`src/rtl/core/b32enc_pkg.sv`:
```
// Shared types and the 5-bit group to character mapping for the base32 encoder.
// Used by b32enc_ingest, b32enc_emit and base32_byte_to_text_encoder.
package b32enc_pkg;

	localparam int unsigned GroupBits = 5;
	localparam int unsigned WordBits  = 3 * GroupBits;  // up to three groups per byte
	localparam int unsigned CharBits  = 7;

	localparam logic [6:0] ChDigitLo = 7'd50;  // '2'
	localparam logic [6:0] ChDigitHi = 7'd57;  // '9'
	localparam logic [6:0] ChLetterI = 7'd73;  // 'I'
	localparam logic [6:0] ChLetterO = 7'd79;  // 'O'
	localparam logic [6:0] DigitToA  = 7'd7;   // jump from ':' up to 'A'

	// One ingested byte, left-aligned with its leftover bits, waiting to be drained.
	typedef struct packed {
		logic                valid;
		logic [WordBits-1:0] word;   // groups MSB first, zero padded on the right
		logic [1:0]          nchar;  // characters to emit, 1..3
		logic                last;   // message ends with this item
	} item_t;

	function automatic logic [CharBits-1:0] symbol_of(input logic [GroupBits-1:0] v);
		logic [6:0] c;
		c = {2'b00, v} + ChDigitLo;
		if (c > ChDigitHi) c = c + DigitToA;
		if (c >= ChLetterI) c = c + 7'd1;
		if (c >= ChLetterO) c = c + 7'd1;
		return c;
	endfunction

endpackage

```
`src/rtl/core/b32enc_ingest.sv`:
```
// Input stage: merges the byte with leftover bits and registers the aligned item.
// Depends on b32enc_pkg.
module b32enc_ingest (
	input  logic                   clk,
	input  logic                   arst_n,
	input  logic                   s_tvalid,
	output logic                   s_tready,
	input  logic [7:0]             s_tdata,   // [7:0] data_byte
	input  logic                   s_tlast,   // last_byte
	input  logic                   done,      // item fully drained this cycle
	output b32enc_pkg::item_t      item
);

	logic [3:0]  leftover_bits_q;
	logic [2:0]  leftover_count_q;

	logic                              valid_s1;
	logic [b32enc_pkg::WordBits-1:0]   word_s1;
	logic [1:0]                        nchar_s1;
	logic                              last_s1;

	logic [3:0]  lb_mask;
	logic [11:0] acc;
	logic [2:0]  shamt;
	logic        two_full;
	logic [2:0]  rem;
	logic        pad;
	logic        accept;

	always_comb begin
		unique case (leftover_count_q)
			3'd0:    lb_mask = 4'b0000;
			3'd1:    lb_mask = 4'b0001;
			3'd2:    lb_mask = 4'b0011;
			3'd3:    lb_mask = 4'b0111;
			default: lb_mask = 4'b1111;
		endcase
	end

	assign acc      = {leftover_bits_q & lb_mask, s_tdata};
	// total bits = count + 8 (8..12); shift by 15 - total = 7 - count
	assign shamt    = 3'd7 - leftover_count_q;
	assign two_full = (leftover_count_q >= 3'd2);
	assign rem      = two_full ? (leftover_count_q - 3'd2) : (leftover_count_q + 3'd3);
	assign pad      = s_tlast && (rem != 3'd0);

	assign s_tready = !valid_s1 || done;
	assign accept   = s_tvalid && s_tready;
	assign item     = '{valid: valid_s1, word: word_s1, nchar: nchar_s1, last: last_s1};

	always_ff @(posedge clk or negedge arst_n) begin
		if (!arst_n) begin
			leftover_bits_q  <= 4'd0;
			leftover_count_q <= 3'd0;
		end else if (accept) begin
			leftover_bits_q  <= s_tlast ? 4'd0 : acc[3:0];
			leftover_count_q <= s_tlast ? 3'd0 : rem;
		end
	end

	always_ff @(posedge clk or negedge arst_n) begin
		if (!arst_n) begin
			valid_s1 <= 1'b0;
		end else if (accept) begin
			valid_s1 <= 1'b1;
		end else if (done) begin
			valid_s1 <= 1'b0;
		end
	end

	always_ff @(posedge clk) begin
		if (accept) begin
			word_s1  <= {3'b000, acc} << shamt;
			nchar_s1 <= (two_full ? 2'd2 : 2'd1) + {1'b0, pad};
			last_s1  <= s_tlast;
		end
	end

	a_count_range: assert property (@(posedge clk) disable iff (!arst_n)
		leftover_count_q <= 3'd4)
		else $error("leftover count above four");

	a_item_hold: assert property (@(posedge clk) disable iff (!arst_n)
		valid_s1 && !done |=> valid_s1 && $stable(word_s1)
			&& $stable(nchar_s1))
		else $error("pending item changed before drained");

	a_last_clears: assert property (@(posedge clk) disable iff (!arst_n)
		accept && s_tlast |=> leftover_count_q == 3'd0)
		else $error("leftover bits kept past end of message");

endmodule

```
`src/rtl/core/b32enc_emit.sv`:
```
// Output stage: drains one character per cycle, unless m_tready stalls it, from
// the pending item into the output register. Depends on b32enc_pkg.
module b32enc_emit (
	input  logic                   clk,
	input  logic                   arst_n,
	input  b32enc_pkg::item_t      item,
	output logic                   done,
	output logic                   m_tvalid,
	input  logic                   m_tready,
	output logic [7:0]             m_tdata,   // [6:0] out_char, [7] zero
	output logic                   m_tlast    // last_char
);

	logic [1:0] idx_q;
	logic       valid_q;
	logic [6:0] char_q;
	logic       last_q;

	logic                          load;
	logic                          final_of_item;
	logic [b32enc_pkg::GroupBits-1:0] group;

	always_comb begin
		unique case (idx_q)
			2'd0:    group = item.word[14:10];
			2'd1:    group = item.word[9:5];
			default: group = item.word[4:0];
		endcase
	end

	assign load          = item.valid && (!valid_q || m_tready);
	assign final_of_item = (idx_q == (item.nchar - 2'd1));
	assign done          = load && final_of_item;

	always_ff @(posedge clk or negedge arst_n) begin
		if (!arst_n) begin
			idx_q   <= 2'd0;
			valid_q <= 1'b0;
		end else begin
			if (load) begin
				idx_q <= final_of_item ? 2'd0 : idx_q + 2'd1;
			end
			if (load) begin
				valid_q <= 1'b1;
			end else if (m_tready) begin
				valid_q <= 1'b0;
			end
		end
	end

	always_ff @(posedge clk) begin
		if (load) begin
			char_q <= b32enc_pkg::symbol_of(group);
			last_q <= item.last && final_of_item;
		end
	end

	assign m_tvalid = valid_q;
	assign m_tdata  = {1'b0, char_q};
	assign m_tlast  = last_q;

	a_idx_bound: assert property (@(posedge clk) disable iff (!arst_n)
		item.valid |-> idx_q < item.nchar)
		else $error("character index beyond item length");

	a_idx_idle: assert property (@(posedge clk) disable iff (!arst_n)
		!item.valid |-> idx_q == 2'd0)
		else $error("character index not reset between items");

endmodule

```
`src/rtl/core/base32_byte_to_text_encoder.sv`:
```
// Top level of the base32 byte-to-text encoder.
// Instantiates b32enc_ingest and b32enc_emit; depends on b32enc_pkg.
//
// Usage:
//   Slave stream (s_*): one raw byte per transaction, s_tlast marks the final
//   byte of a message. Master stream (m_*): one ASCII character per
//   transaction from the alphabet 2-9, A-Z without I and O; m_tlast marks the
//   final character of the message (the zero-padded one if bits remained).
//   Each byte yields one or two characters, up to three on the last byte.
// Flow: an accepted byte is registered in the input stage; its characters then
//   move one by one into the single output register.
// Throughput: one character per cycle unless m_tready stalls the output; a byte
//   occupies the input register until all its characters (1 to 3) have moved
//   out. The next byte is accepted in the cycle its predecessor's final character
//   moves to the output register, so bytes flow back to back.
// Reset: arst_n clears the leftover bits, the pending item and the output
//   valid; the next byte starts a new message.
// Stall: while m_tready is low the output character holds, the pending byte
//   waits in the input register and s_tready drops until it can drain.
module base32_byte_to_text_encoder (
	input  logic       clk,
	input  logic       arst_n,
	input  logic       s_tvalid,
	output logic       s_tready,
	input  logic [7:0] s_tdata,   // [7:0] data_byte
	input  logic       s_tlast,   // last_byte
	output logic       m_tvalid,
	input  logic       m_tready,
	output logic [7:0] m_tdata,   // [6:0] out_char, [7] zero
	output logic       m_tlast    // last_char
);

	// pending item handed from the input stage to the drain stage
	b32enc_pkg::item_t item;
	// pulses when the drain stage moves the item's final character out
	logic              done;

	b32enc_ingest u_ingest (
		.clk      (clk),
		.arst_n   (arst_n),
		.s_tvalid (s_tvalid),
		.s_tready (s_tready),
		.s_tdata  (s_tdata),
		.s_tlast  (s_tlast),
		.done     (done),
		.item     (item)
	);

	b32enc_emit u_emit (
		.clk      (clk),
		.arst_n   (arst_n),
		.item     (item),
		.done     (done),
		.m_tvalid (m_tvalid),
		.m_tready (m_tready),
		.m_tdata  (m_tdata),
		.m_tlast  (m_tlast)
	);

endmodule

```
`config.mk`:
```
export PLATFORM = sky130hd
export DESIGN_NAME = base32_byte_to_text_encoder
export DESIGN_NICKNAME = d
export VERILOG_FILES = /design/src/rtl/core/b32enc_pkg.sv /design/src/rtl/core/b32enc_ingest.sv /design/src/rtl/core/b32enc_emit.sv /design/src/rtl/core/base32_byte_to_text_encoder.sv
export SDC_FILE = /design/constraint.sdc
export NUM_CORES = 1
export LEC_CHECK = 0
export ABC_AREA = 1
export BUFFER_PORTS_ARGS = -buffer_cell sky130_fd_sc_hd__buf_4
export CORE_UTILIZATION = 50
export DETAILED_ROUTE_END_ITERATION = 7
export PLACE_DENSITY = 0.81
export REMOVE_ABC_BUFFERS = 1
export SYNTH_ARGS = -nofsm -noshare
export SYNTH_HDL_FRONTEND = slang
export SYNTH_SLANG_ARGS = --single-unit
```
`constraint.sdc`:
```
create_clock -name clk -period 3.34 [get_ports clk]
set_clock_uncertainty 0.1 [all_clocks]
set_input_delay 0.334 -clock clk [delete_from_list [all_inputs] [get_ports clk]]
set_output_delay 0.334 -clock clk [all_outputs]
set_load 0.02 [all_outputs]
```
=== Word level (Yosys, flattened, before mapping) ===
Index checks and enable logic that the tools add are counted.

* Input bits: 13
* Flip-flop bits (word level): 37
* Word-level logic and storage cells: 61

* Multiplexer cells: 16
* Bitwise logic cells: 1
* Add/subtract/negate cells: 10
* Reductions and logical operators: 14
* Shift-type cells: 1
* Eq/ne operators: 5
* $lt $le $gt $ge: 4

{| class="wikitable"
|+ Operators with widths
! operator !! number
|-
| two-way mux 7 bit || 5
|-
| one-hot mux 4 bit (4 select lines) || 1
|-
| << shifter 12 x 3 -> 15 bit || 1
|-
| adder 7 x 1 -> 7 bit, second input constant || 2
|-
| greater-or-equal comparator 7 bit, second input constant || 2
|-
| one-hot mux 5 bit (2 select lines) || 1
|-
| adder 5 x 6 -> 7 bit, second input constant || 1
|-
| adder 7 x 3 -> 7 bit, second input constant || 1
|-
| > comparator 7 x 6 -> 1 bit, second input constant || 1
|-
| == test 3 x 2 -> 1 bit, second input constant || 2
|-
| two-way mux 3 bit || 2
|-
| logical AND 1 bit || 5
|-
| AND 4 bit || 1
|-
| two-way mux 1 bit || 4
|-
| two-way mux 2 bit || 2
|-
| two-way mux 4 bit || 1
|-
| nonzero test 2 bit || 2
|-
| adder 3 x 2 -> 3 bit, second input constant || 1
|-
| == test 3 x 1 -> 1 bit, second input constant || 1
|-
| greater-or-equal comparator 3 x 2 -> 1 bit, second input constant || 1
|-
| logical NOT 3 bit || 1
|-
| nonzero test 3 bit || 1
|-
| subtractor 3 x 2 -> 3 bit, second input constant || 1
|-
| subtractor 3 bit, first input constant || 1
|-
| 8 further kinds || 10
|}

=== Logic depth before layout (Yosys ltp) ===
Gate-level depths: netlist of run 1.

* Depth in word-level cells: 11
* Mapped depth: 25
* Depth with buffers taken out: 25

=== Cells and area by module ===
From an unflattened synthesis of run 1, not the netlist that was laid out.

* Cells, all modules: 345
* Area total of the unflattened synthesis: 2,698.8 sq um

{| class="wikitable"
|+ Modules (own cells, without submodules)
! module !! cells each !! area an instance (sq um) !! times used
|-
| b32enc_ingest || 170 || 1,492.7 || 1
|-
| b32enc_emit || 175 || 1,206.2 || 1
|}

=== Worst setup path before layout of run 1 ===
No wires, ideal clock.

* Path type: flip-flop to flip-flop
* From: register u_emit.idx_q[0]
* To: register u_emit.char_q[3], data pin
* Buffers on the path: 0
* Library setup time: 252 ps
* Slack: 174 ps
* Period minus slack after synthesis: 3,166 ps
* Arrival time: 2,813 ps
* Stages on the path, launching flop included: 24
* Cells stage by stage: dfrtp_1 -> inv_1 -> ha_1 -> nor2_4 -> nand2_1 -> nand3_1 -> ha_1 -> or2_2 -> nand2_1 -> nand2_1 -> nand2_1 -> inv_1 -> nand3_1 -> nand2_2 -> nand2_4 -> nand2_4 -> nand2_1 -> nand2_2 -> nor2_8 -> nand2_2 -> nand2_1 -> nand2_1 -> nand2_1 -> nand2_1

* Word-level cells in the longest chain between the ends: 11
* Elaborated cells between the ends (all ways): 15
* Those cells by class: 4 x add/sub; 3 x order compare; 1 x eq/ne; 6 x mux; 1 x reduce/logical

{| class="wikitable"
|+ Ends and longest elaborated chain
! what !! line !! RTL
|-
| start: declaration || b32enc_emit.sv:14 || <nowiki>logic [1:0] idx_q;</nowiki>
|-
| start signal: assignment || b32enc_emit.sv:41 || <nowiki>idx_q <= final_of_item ? 2'd0 : idx_q + 2'd1;</nowiki>
|-
| == test 2 x 1 -> 1 bit / logical NOT 2 bit (equally long branches) || b32enc_emit.sv:24 || <nowiki>unique case (idx_q)</nowiki>
|-
| one-hot mux 5 bit (2 select lines) (*) || b32enc_emit.sv:24 ||
|-
| adder 5 x 6 -> 7 bit (*) || b32enc_pkg.sv:25 || <nowiki>c = {2'b00, v} + ChDigitLo;</nowiki>
|-
| adder 7 x 3 -> 7 bit / > comparator 7 x 6 -> 1 bit (equally long branches) || b32enc_pkg.sv:26 || <nowiki>if (c > ChDigitHi) c = c + DigitToA;</nowiki>
|-
| two-way mux 7 bit (*) || b32enc_pkg.sv:26 ||
|-
| two-way mux 7 bit (*) || b32enc_emit.sv:52 || <nowiki>if (load) begin</nowiki>
|-
| adder 7 x 1 -> 7 bit / greater-or-equal comparator 7 bit (equally long branches) || b32enc_pkg.sv:27 || <nowiki>if (c >= ChLetterI) c = c + 7'd1;</nowiki>
|-
| two-way mux 7 bit (*) || b32enc_pkg.sv:27 ||
|-
| two-way mux 7 bit (*) || b32enc_emit.sv:52 ||
|-
| adder 7 x 1 -> 7 bit / greater-or-equal comparator 7 bit (equally long branches) || b32enc_pkg.sv:28 || <nowiki>if (c >= ChLetterO) c = c + 7'd1;</nowiki>
|-
| two-way mux 7 bit (*) || b32enc_pkg.sv:28 ||
|-
| end signal: assignment || b32enc_emit.sv:53 || <nowiki>char_q <= b32enc_pkg::symbol_of(group);</nowiki>
|-
| end: declaration || b32enc_emit.sv:16 || <nowiki>logic [6:0] char_q;</nowiki>
|}

Every way passes the cells marked *; elsewhere a longest branch is shown, timed or not. The select of a mux whose other input is x is not followed.
A chain may end at the register's enable or synchronous reset.

=== Final worst setup path of run 1 ===
Same ends and word-level chain as after synthesis.

==> impl_results.md, run 1 <==
* Run status: completed
* Initial Util at 53.7%
* Critical Path Source Type: flop
* Starting DRT DRC Count at 99
* Die area at 5530 µm²
* Async S/R FF share, synth at 29.7%
* Top-count cell post-synth: nand2_1
* Grt total ovfl at 0
* Share of layout cells above drive strength 1 at 20.1%
* Max Cap Viol at 0
* Routed WL per cell at 12.1 µm
* CP arrival at 3.04 ns
* Worst skew pair latency at 0.28 ns
* Crit Path Category: reg -> reg
* # DRC at 0
* Vias in the first global route at 1989
* Worst Hold Class: in -> reg
* Pre-Repair DR Iteration Count at 4
* Worst-Margin Slew at 0.555 ns
* Seq/Total Area, Yosys at 40.3%
* Fin. Hold Viols at 0
* Routed vias/inst at 5.15
* Initial antenna violation count at 0
* Worst-path cell chain: inv_2, ha_4, nor2_4, buf_6, a21oi_2, ha_1, inv_1, nand2_1, nand2_2, inv_1, ha_1, nor2_1, nand3_1, nand2_2, nand2_4, nand2_4, nand2_1, nand2_2, nor2_8, nand3_4, nand2_2, nand2_1, nand2_1
* Crit path max-delay family: simple AND/OR/NAND/NOR gates
* Row count at 25
* Detailed Place HPWL at 3950 µm
* # port buffers at 22
* Antenna violation net count after detailed routing at 0
* Crit path setup slack, layout at 0.246 ns
* Htree depth at 2
* CP peak stage delay at 0.42 ns
* Vias at 2245
* Synth Register Bits at 37
* Reg2reg start: u_emit.idx_q[0]
* Clock root cell: clkbuf_8
* Area growth, synth to finish at 16.4%
* R2R Path End: u_emit.char_q[3]
* Synth area leaders: edfxtp_1 30%, nand2_1 17%, dfrtp_1 11%
* Antenna Cells at 0
* Clock Sink Count at 37
* Reg2reg setup slack at 0.25 ns
* CTS tree: done
* Crit Path Max Fanout at 6
* Fin Hold WS at 0.160 ns
* Hold Crit Start: s_tlast
* WP buf/inv at 4
* RD Place Congestion at 0.890
* Slowest cell on crit path: dfrtp_1
* Worst slew margin at 63.0%
* Largest net degree at the start of global routing at 19
* Die Y at 74.4 µm
* Highest clock rate at 0.323 GHz
* Final Cell Area at 3050 µm²
* Longest Clk Path Bufs at 2
* Gr usage total at 20.3%
* Max Transition Viols Final at 0
* Pre-CTS setup slack at 0.0194 ns
* Core area at 4880 µm²
* Worst Hold Path Cells at 1
* Placed Area at 2870 µm²
* Syn avg cell area at 7.75 µm²
* CP Capture Type: flop
* CP required at 3.29 ns
* Most common flop cell mapped by yosys: edfxtp_1
* Synth unique cells at 34
* Cell taking the most area after synthesis: edfxtp_1
* Worst-path clk slew at 0.07 ns
* Final Non-Filler Cells at 436
* Top post-synthesis cells by count: 116 x nand2_1, 32 x o21ai_0, 31 x inv_1, 27 x nand3_1, 26 x edfxtp_1
* Fin crit period at 3.09 ns
* Post-synth EDFFs at 26
* First-pass GRT wire length at 8510 µm
* Number of CTS-inserted buffers at 5
* Final period utilization at 92.6%
* Final setup vio count at 0
* IO Count at 24
* Placed Instances at 424
* Syn Std Cell Area at 2620 µm²
* Hold endpoint: u_ingest.last_s1
* Total routed wirelength at 5260 µm
* Die Span X at 74.4 µm
* Worst reg-to-reg path cell count at 23
* Nets@finish at 394
* Share of the synthesized area in the top cell type at 29.8%
* Mapped Cells at 338
* Syn. warnings at 0
## layout make-up
class / instances / area, µm²
Timing Repair Buffer: 32 / 246
Clock buffer: 8 / 90.1
Fill cell: 421 / 1830
Sequential cell: 37 / 1060
Multi-Input combinational cell: 253 / 1430
Tap cell: 67 / 83.8
Inverter: 39 / 146
## per-layer routing
metal / vias to the layer above / GRT usage (%) / wire length, µm
li1: 1167 / - / -
met1: 999 / 24.7 / 2290
met2: 65 / 35.1 / 2610
met3: 14 / 4.34 / 241
met4: 0 / 7.76 / 121
met5: - / 0 / 0
## per-stage QoR
stage / setup TNS (ns) / util, %
2_1_floorplan: 0 / -
3_3_place_gp: 0 / 58.8
3_5_place_dp: 0 / 58.8
4_1_cts: 0 / 60.8
5_1_grt: -0.00310 / 62.5
6_report: 0 / 62.5
## cell families (layout without fill, tap and decap cells)
| logic type | after synthesis | in the layout | synth area share (%) |
|---|---|---|---|
| and+or+nand+nor | 181 | 181 | 31.8 |
| AOI/OAI and AO/OA | 49 | 49 | 11.0 |
| buffers and inverters | 48 | 79 | 7.31 |
| DFF | 37 | 37 | 40.3 |
| adders and majority gates | 13 | 13 | 6.21 |
| xor gates and xnor gates | 5 | 5 | 1.67 |
| muxes | 4 | 4 | 1.53 |
| other | 1 | 1 | 0.143 |
## repair_timing
action | 4_1_cts | 5_1_grt
hold endpoints to repair | 11 | 0
gates resized for setup | 0 | 12
setup buffers | 0 | 3
hold buffers | 1 | 0
endpoints found under the setup margin | 0 | 5
## state kept, by name, summed over array words and instances, names as in the netlist
signal and count:
u_emit.m_tvalid 1, u_emit.char_q 7, u_ingest.nchar_s1 2, u_ingest.word_s1 15
u_ingest.last_s1 1, u_ingest.valid_s1 1, u_ingest.leftover_bits_q 4, u_emit.idx_q 2
u_ingest.leftover_count_q 3, u_emit.m_tlast 1
## worst reg2reg max path, cell delays in order, from the launching register on
cell and delay (ns):
dfrtp_1 0.42, inv_2 0.11, ha_4 0.18, nor2_4 0.06
buf_6 0.13, a21oi_2 0.17, ha_1 0.25, inv_1 0.06
nand2_1 0.06, nand2_2 0.10, inv_1 0.07, ha_1 0.19
nor2_1 0.09, nand3_1 0.09, nand2_2 0.08, nand2_4 0.07
nand2_4 0.09, nand2_1 0.07, nand2_2 0.14, nor2_8 0.06
nand3_4 0.09, nand2_2 0.07, nand2_1 0.07, nand2_1 0.04
## how the worst max path moves through the flow
stage,from,to,slack [ns],depth (start not counted)
after detailed placement,u_emit.idx_q[0],u_emit.char_q[3],0.02,23
after global routing,u_emit.idx_q[0],u_emit.char_q[3],-0.003,23
after CTS,u_emit.idx_q[0],u_emit.char_q[3],0.004,23
after floorplan,u_emit.idx_q[0],u_emit.char_q[3],0.17,23
after global placement,u_emit.idx_q[0],u_emit.char_q[3],0.16,23
final,u_emit.idx_q[0],u_emit.char_q[3],0.25,23
## cells in the final DEF, fill, tap and decap left out, types with 4 or more instances in the layout
master	synthesis	layout
nand2_1	116	115
o21ai_0	32	32
buf_4	1	30
inv_1	31	29
edfxtp_1	26	26
nand3_1	27	24
nor2_1	14	14
nand2_2	10	11
dfrtp_1	11	11
ha_1	13	10
inv_2	5	7
clkbuf_8	0	6
a21oi_1	5	5
nand3_2	2	5
nand2_4	4	4
o22ai_1	4	4
mux2i_1	4	4
Power of run 1 is not shown: default switching activity piles up to over one toggle a cycle in this logic, so the estimate is an artifact.
==> run 2, diff against run 1 <==
--- a/config.mk
+++ b/config.mk
@@ -7,10 +7,10 @@
 export LEC_CHECK = 0
 export ABC_AREA = 1
 export BUFFER_PORTS_ARGS = -buffer_cell sky130_fd_sc_hd__buf_4
+export CORE_ASPECT_RATIO = 1.4
 export CORE_UTILIZATION = 50
 export DETAILED_ROUTE_END_ITERATION = 7
 export PLACE_DENSITY = 0.81
-export REMOVE_ABC_BUFFERS = 1
 export SYNTH_ARGS = -nofsm -noshare
 export SYNTH_HDL_FRONTEND = slang
 export SYNTH_SLANG_ARGS = --single-unit
==> run 2 against run 1 <==
Worst hold slack barely moved. Cell count down 0.23%. Setup slack worse by 0.078 ns. Core utilization fell by 0.67 points. Global-route usage fell by 0.70 points. Non-clock buffer count increased by 2. Fmax fell by 2.4%. First-iteration DRC count rose by 32%. Wire length increased by 0.67%.
==> impl_results.md, run 2 (synthesis results as in run 1) <==
* Core area at 4950 µm²
* Clock root cell: clkbuf_8
* Clock Sink Count at 37
* Highest clock rate at 0.315 GHz
* Slowest cell on crit path: dfrtp_1
* Worst reg-to-reg path cell count at 21
* Top reg by flops: u_ingest.word_s1
* CP arrival at 3.12 ns
* Max Cap Viol at 0
* Run status: completed
* Die Y at 87.6 µm
* Starting DRT DRC Count at 131
* Initial Util at 52.9%
* Crit path from: u_emit.idx_q[0]
* Fin. Hold Viols at 0
* CP Capture Type: flop
* Number of CTS-inserted buffers at 5
* CP required at 3.29 ns
* Largest net degree at the start of global routing at 27
* Share of layout cells above drive strength 1 at 21.0%
* Routed WL per cell at 12.2 µm
* Worst Hold Class: in -> reg
* CP peak stage delay at 0.42 ns
* Max Transition Viols Final at 0
* Area growth, synth to finish at 17.0%
* # DRC at 0
* Worst slew margin at 66.9%
* Reg2reg start: u_emit.idx_q[0]
* Core Util, Final at 61.8%
* Die area at 5540 µm²
* Initial antenna violation count at 0
* Critical Path Stages at 21
* WP buf/inv at 2
* Reg2reg setup slack at 0.17 ns
* Commonest non-fill, non-tap cell in the layout: nand2_1
* Crit path to: u_emit.char_q[2]
* Gr usage total at 19.6%
* Final setup vio count at 0
* Row count at 30
* Pre-Repair DR Iteration Count at 4
* Routed vias/inst at 5.24
* Antenna violation net count after detailed routing at 0
* RD Place Congestion at 0.860
* Crit Path Max Fanout at 6
* Number of fill cells at 447
* Syn_nets at 364
* Crit Path Category: reg -> reg
* Worst skew pair latency at 0.29 ns
* Total routed wirelength at 5300 µm
* Vias in the first global route at 2077
* # port buffers at 22
* Worst-path cell chain: inv_2, ha_4, nor2_4, nand2_1, nand3_2, ha_1, or2_2, nand2_1, nand2_1, nand2_1, inv_1, nand3_1, nand2_2, nand2_4, nand2_4, nand2_2, nand2_4, nor2_8, nand2_2, a21oi_1, nor2_1
* Critical Path Most Common Cell: nand2_1
* Nets@finish at 396
* IO Count at 24
* Top Registers: u_ingest.word_s1 (15), u_emit.char_q (7), u_ingest.leftover_bits_q (4)
* Largest register FFs at 15
* Worst-path clk slew at 0.08 ns
* Critical Path Source Type: flop
* R2R Path End: u_emit.char_q[2]
* Worst-Margin Slew at 0.493 ns
* Antenna Cells at 0
* Most frequent cells in the layout: 113 x nand2_1, 33 x buf_4, 32 x o21ai_0, 29 x inv_1, 26 x edfxtp_1
* Longest Clk Path Bufs at 2
* Fin crit period at 3.17 ns
* Vias at 2281
* Detailed Place HPWL at 4060 µm
* CTS tree: done
* First-pass GRT wire length at 8490 µm
* Die Span X at 63.2 µm
* Grt total ovfl at 0
* Crit path max-delay family: simple AND/OR/NAND/NOR gates
* Htree depth at 2
* Final period utilization at 95.0%
==> run 2: changes by cell type in the layout (fill, tap and decap cells not counted) <==
cell,before,now
buf_6,1,0
nand2_1,115,113
buf_4,30,33
ha_1,10,11
clkbuf_1,2,0
nand2_2,11,12
a21oi_2,1,0
clkinv_2,0,1
nand3_2,5,4
nand2_4,4,5
a21oi_4,2,3
nand3_1,24,25
ha_4,3,2
clkinv_4,0,1
==> run 2: routing by layer <==
layer  vias to the layer above  share of wire, %  track usage, %
met1                      1043                38            18.8
met4                         0               2.4            8.46
met5                         -                 0               0
met3                        16               2.4            3.39
met2                        50                58            40.0
li1                       1172                 -               -
==> run 2: worst min path at each step <==
stage | cells past startpoint | startpoint | slack (ns) | end
after floorplan | 0 | arst_n | -0.06 | u_emit.idx_q[0]
after global placement | 1 | arst_n | 0.07 | u_ingest.leftover_bits_q[0]
after detailed placement | 1 | arst_n | 0.07 | u_ingest.leftover_bits_q[0]
after CTS | 1 | s_tlast | 0.15 | u_ingest.last_s1
after global routing | 1 | s_tlast | 0.15 | u_ingest.last_s1
final | 1 | s_tlast | 0.16 | u_ingest.last_s1
==> run 2: what timing repair did <==
item                                   CTS  global route
buffers inserted                         0             5
endpoints found under the hold margin   11             0
setup endpoints to repair                0             5
hold buffers                             1             0
resized for setup                        0            13
==> run 2: through the flow <==
stage               cell area, µm²  instances  worst slack, ns  hold slack [ns]  TNS, ns
floorplan                     2620        338            0.174          -0.0616        0
global placement              2860        421            0.157           0.0720        0
detailed placement            2860        421           0.0257           0.0747        0
CTS                           2970        430           0.0211            0.155        0
global route                  3060        435          -0.0320            0.150  -0.0996
finish                        3060        435            0.168            0.159        0
==> run 2: layout make-up <==
class / count / area, µm² / share of cell area, %
Multi-Input combinational cell: 253 / 1430 / 46.6
Sequential cell: 37 / 1060 / 34.5
Timing Repair Buffer: 34 / 258 / 8.42
Inverter: 39 / 146 / 4.78
Clock buffer: 6 / 82.6 / 2.70
Tap cell: 64 / 80.1 / 2.61
Clock inverter: 2 / 13.8 / 0.449
Power of run 2 is left out for the same reason.
==> run 3, diff against run 2 <==
--- a/config.mk
+++ b/config.mk
@@ -11,6 +11,7 @@
 export CORE_UTILIZATION = 50
 export DETAILED_ROUTE_END_ITERATION = 7
 export PLACE_DENSITY = 0.81
+export RECOVER_POWER = 25
 export SYNTH_ARGS = -nofsm -noshare
 export SYNTH_HDL_FRONTEND = slang
 export SYNTH_SLANG_ARGS = --single-unit
==> run 3 against run 2 <==
First-iteration DRC count up 4.6%. Worst hold slack better by 0.039 ns. Sequential cell count unchanged. Count of clock-buffer cells in the layout unchanged. Core utilization down 0.68 points.
==> impl_results.md, run 3 (synthesis results as in run 1) <==
* Longest Clk Path Bufs at 2
* Crit Path Max Fanout at 6
* Number of CTS-inserted buffers at 5
* Top Registers: u_ingest.word_s1 (15), u_emit.char_q (7), u_ingest.leftover_bits_q (4)
* Starting DRT DRC Count at 137
* Most used routing layer in global routing: met2
* Row count at 30
* Number of fill cells at 448
* Die area at 5540 µm²
* Htree depth at 2
* Vias in the first global route at 2077
* Area growth, synth to finish at 15.7%
* Die Y at 87.6 µm
* Total routed wirelength at 5280 µm
* Global Route met3 Usage at 3.39%
* Placed Area at 2860 µm²
* Run status: completed
* Clock Sink Count at 37
* Routed vias/inst at 5.22
* Largest register FFs at 15
* IO Count at 24
* Final Cell Area at 3030 µm²
* CTS tree: done
* Antenna Cells at 0
* Detailed Place HPWL at 4060 µm
* Met1 GRT Util at 18.8%
* Gr usage total at 19.6%
* Top reg by flops: u_ingest.word_s1
* Pre-Repair DR Iteration Count at 5
* Fin. Hold Viols at 0
* # DRC at 0
* RD Place Congestion at 0.860
* Core Util, Final at 61.1%
* CP arrival at 3.12 ns
* Final setup vio count at 0
* Max Cap Viol at 0
* Vias at 2272
* Core area at 4950 µm²
* Share of layout cells above drive strength 1 at 18.6%
* Most frequent cells in the layout: 113 x nand2_1, 32 x o21ai_0, 29 x inv_1, 26 x edfxtp_1, 25 x nand3_1
* Crit Path Category: reg -> reg
* M2 GR Usage at 40.0%
* CP Capture Type: flop
* Initial antenna violation count at 0
* Worst Hold Class: in -> reg
* Grt total ovfl at 0
* CP required at 3.29 ns
* First-pass GRT wire length at 8490 µm
* Antenna violation net count after detailed routing at 0
* Commonest non-fill, non-tap cell in the layout: nand2_1
* Worst slew margin at 59.2%
* Final period utilization at 94.9%
* Worst-Margin Slew at 0.611 ns
* Nets@finish at 396
* Max Transition Viols Final at 0
* Routed WL per cell at 12.1 µm
* Critical Path Source Type: flop
* Fin crit period at 3.17 ns
* Clock root cell: clkbuf_8
* Worst skew pair latency at 0.29 ns
* Die Span X at 63.2 µm
* Largest net degree at the start of global routing at 27
* # port buffers at 22
* Initial Util at 52.9%
* Worst-path clk slew at 0.08 ns
* Syn_nets at 364
* Highest clock rate at 0.315 GHz
run 3: timing repair:
| action | CTS | global route |
|---|---|---|
| endpoints found under the setup margin | 0 | 5 |
| hold buffers | 1 | 0 |
| resized for setup | 0 | 13 |
| hold endpoints to repair | 11 | 0 |
| setup buffers | 0 | 5 |
run 3: worst paths after layout:
path                                 start          endpoint  slack (ns)  cells after the start
min                               m_tready   u_emit.m_tvalid        0.20                      4
min reg2reg                u_emit.m_tvalid   u_emit.m_tvalid        0.42                      2
max                        u_emit.idx_q[0]  u_emit.char_q[2]        0.17                     21
min in group asynchronous           arst_n   u_emit.m_tvalid        0.46                      2
max in group asynchronous           arst_n   u_emit.idx_q[1]        2.28                      2
max reg2reg                u_emit.idx_q[0]  u_emit.char_q[2]        0.17                     21
run 3: layout make-up:
type | instances | area [µm²] | share of cell area (%)
multi-input cells | 253 | 1430 | 47.1
flip-flops and latches | 37 | 1060 | 34.9
repair buffers | 34 | 224 | 7.39
inverters | 39 | 146 | 4.83
clock buffers | 6 | 82.6 | 2.73
well taps | 64 | 80.1 | 2.64
clock inverters | 2 | 13.8 | 0.454
run 3: metrics by stage:
step | hold WS, ns | worst slack (ns) | std cells | TNS (ns)
6_report | 0.198 | 0.170 | 435 | 0
5_1_grt | 0.213 | -0.0320 | 435 | -0.0996
4_1_cts | 0.155 | 0.0211 | 430 | 0
3_5_place_dp | 0.0747 | 0.0257 | 421 | 0
3_3_place_gp | 0.0720 | 0.157 | 421 | 0
2_1_floorplan | -0.0616 | 0.174 | 338 | 0
run 3: routing by layer:
layer	up-vias	part of all wire, %
li1	1171	-
met1	1037	37
met2	48	57
met3	16	2.7
met4	0	2.4
met5	-	0
run 3: critical path, stage by stage, from the launching register on:
cell and delay (ns):
dfrtp_1 0.42, inv_2 0.08, ha_4 0.19, nor2_4 0.16, nand2_1 0.09, nand3_2 0.12, ha_1 0.27, or2_2 0.32
nand2_1 0.06, nand2_1 0.05, nand2_1 0.09, inv_1 0.06, nand3_1 0.09, nand2_2 0.07, nand2_4 0.09, nand2_4 0.08
nand2_2 0.08, nand2_4 0.07, nor2_8 0.15, nand2_2 0.08, a21oi_1 0.13, nor2_1 0.07
Power of run 3 is left out for the same reason.
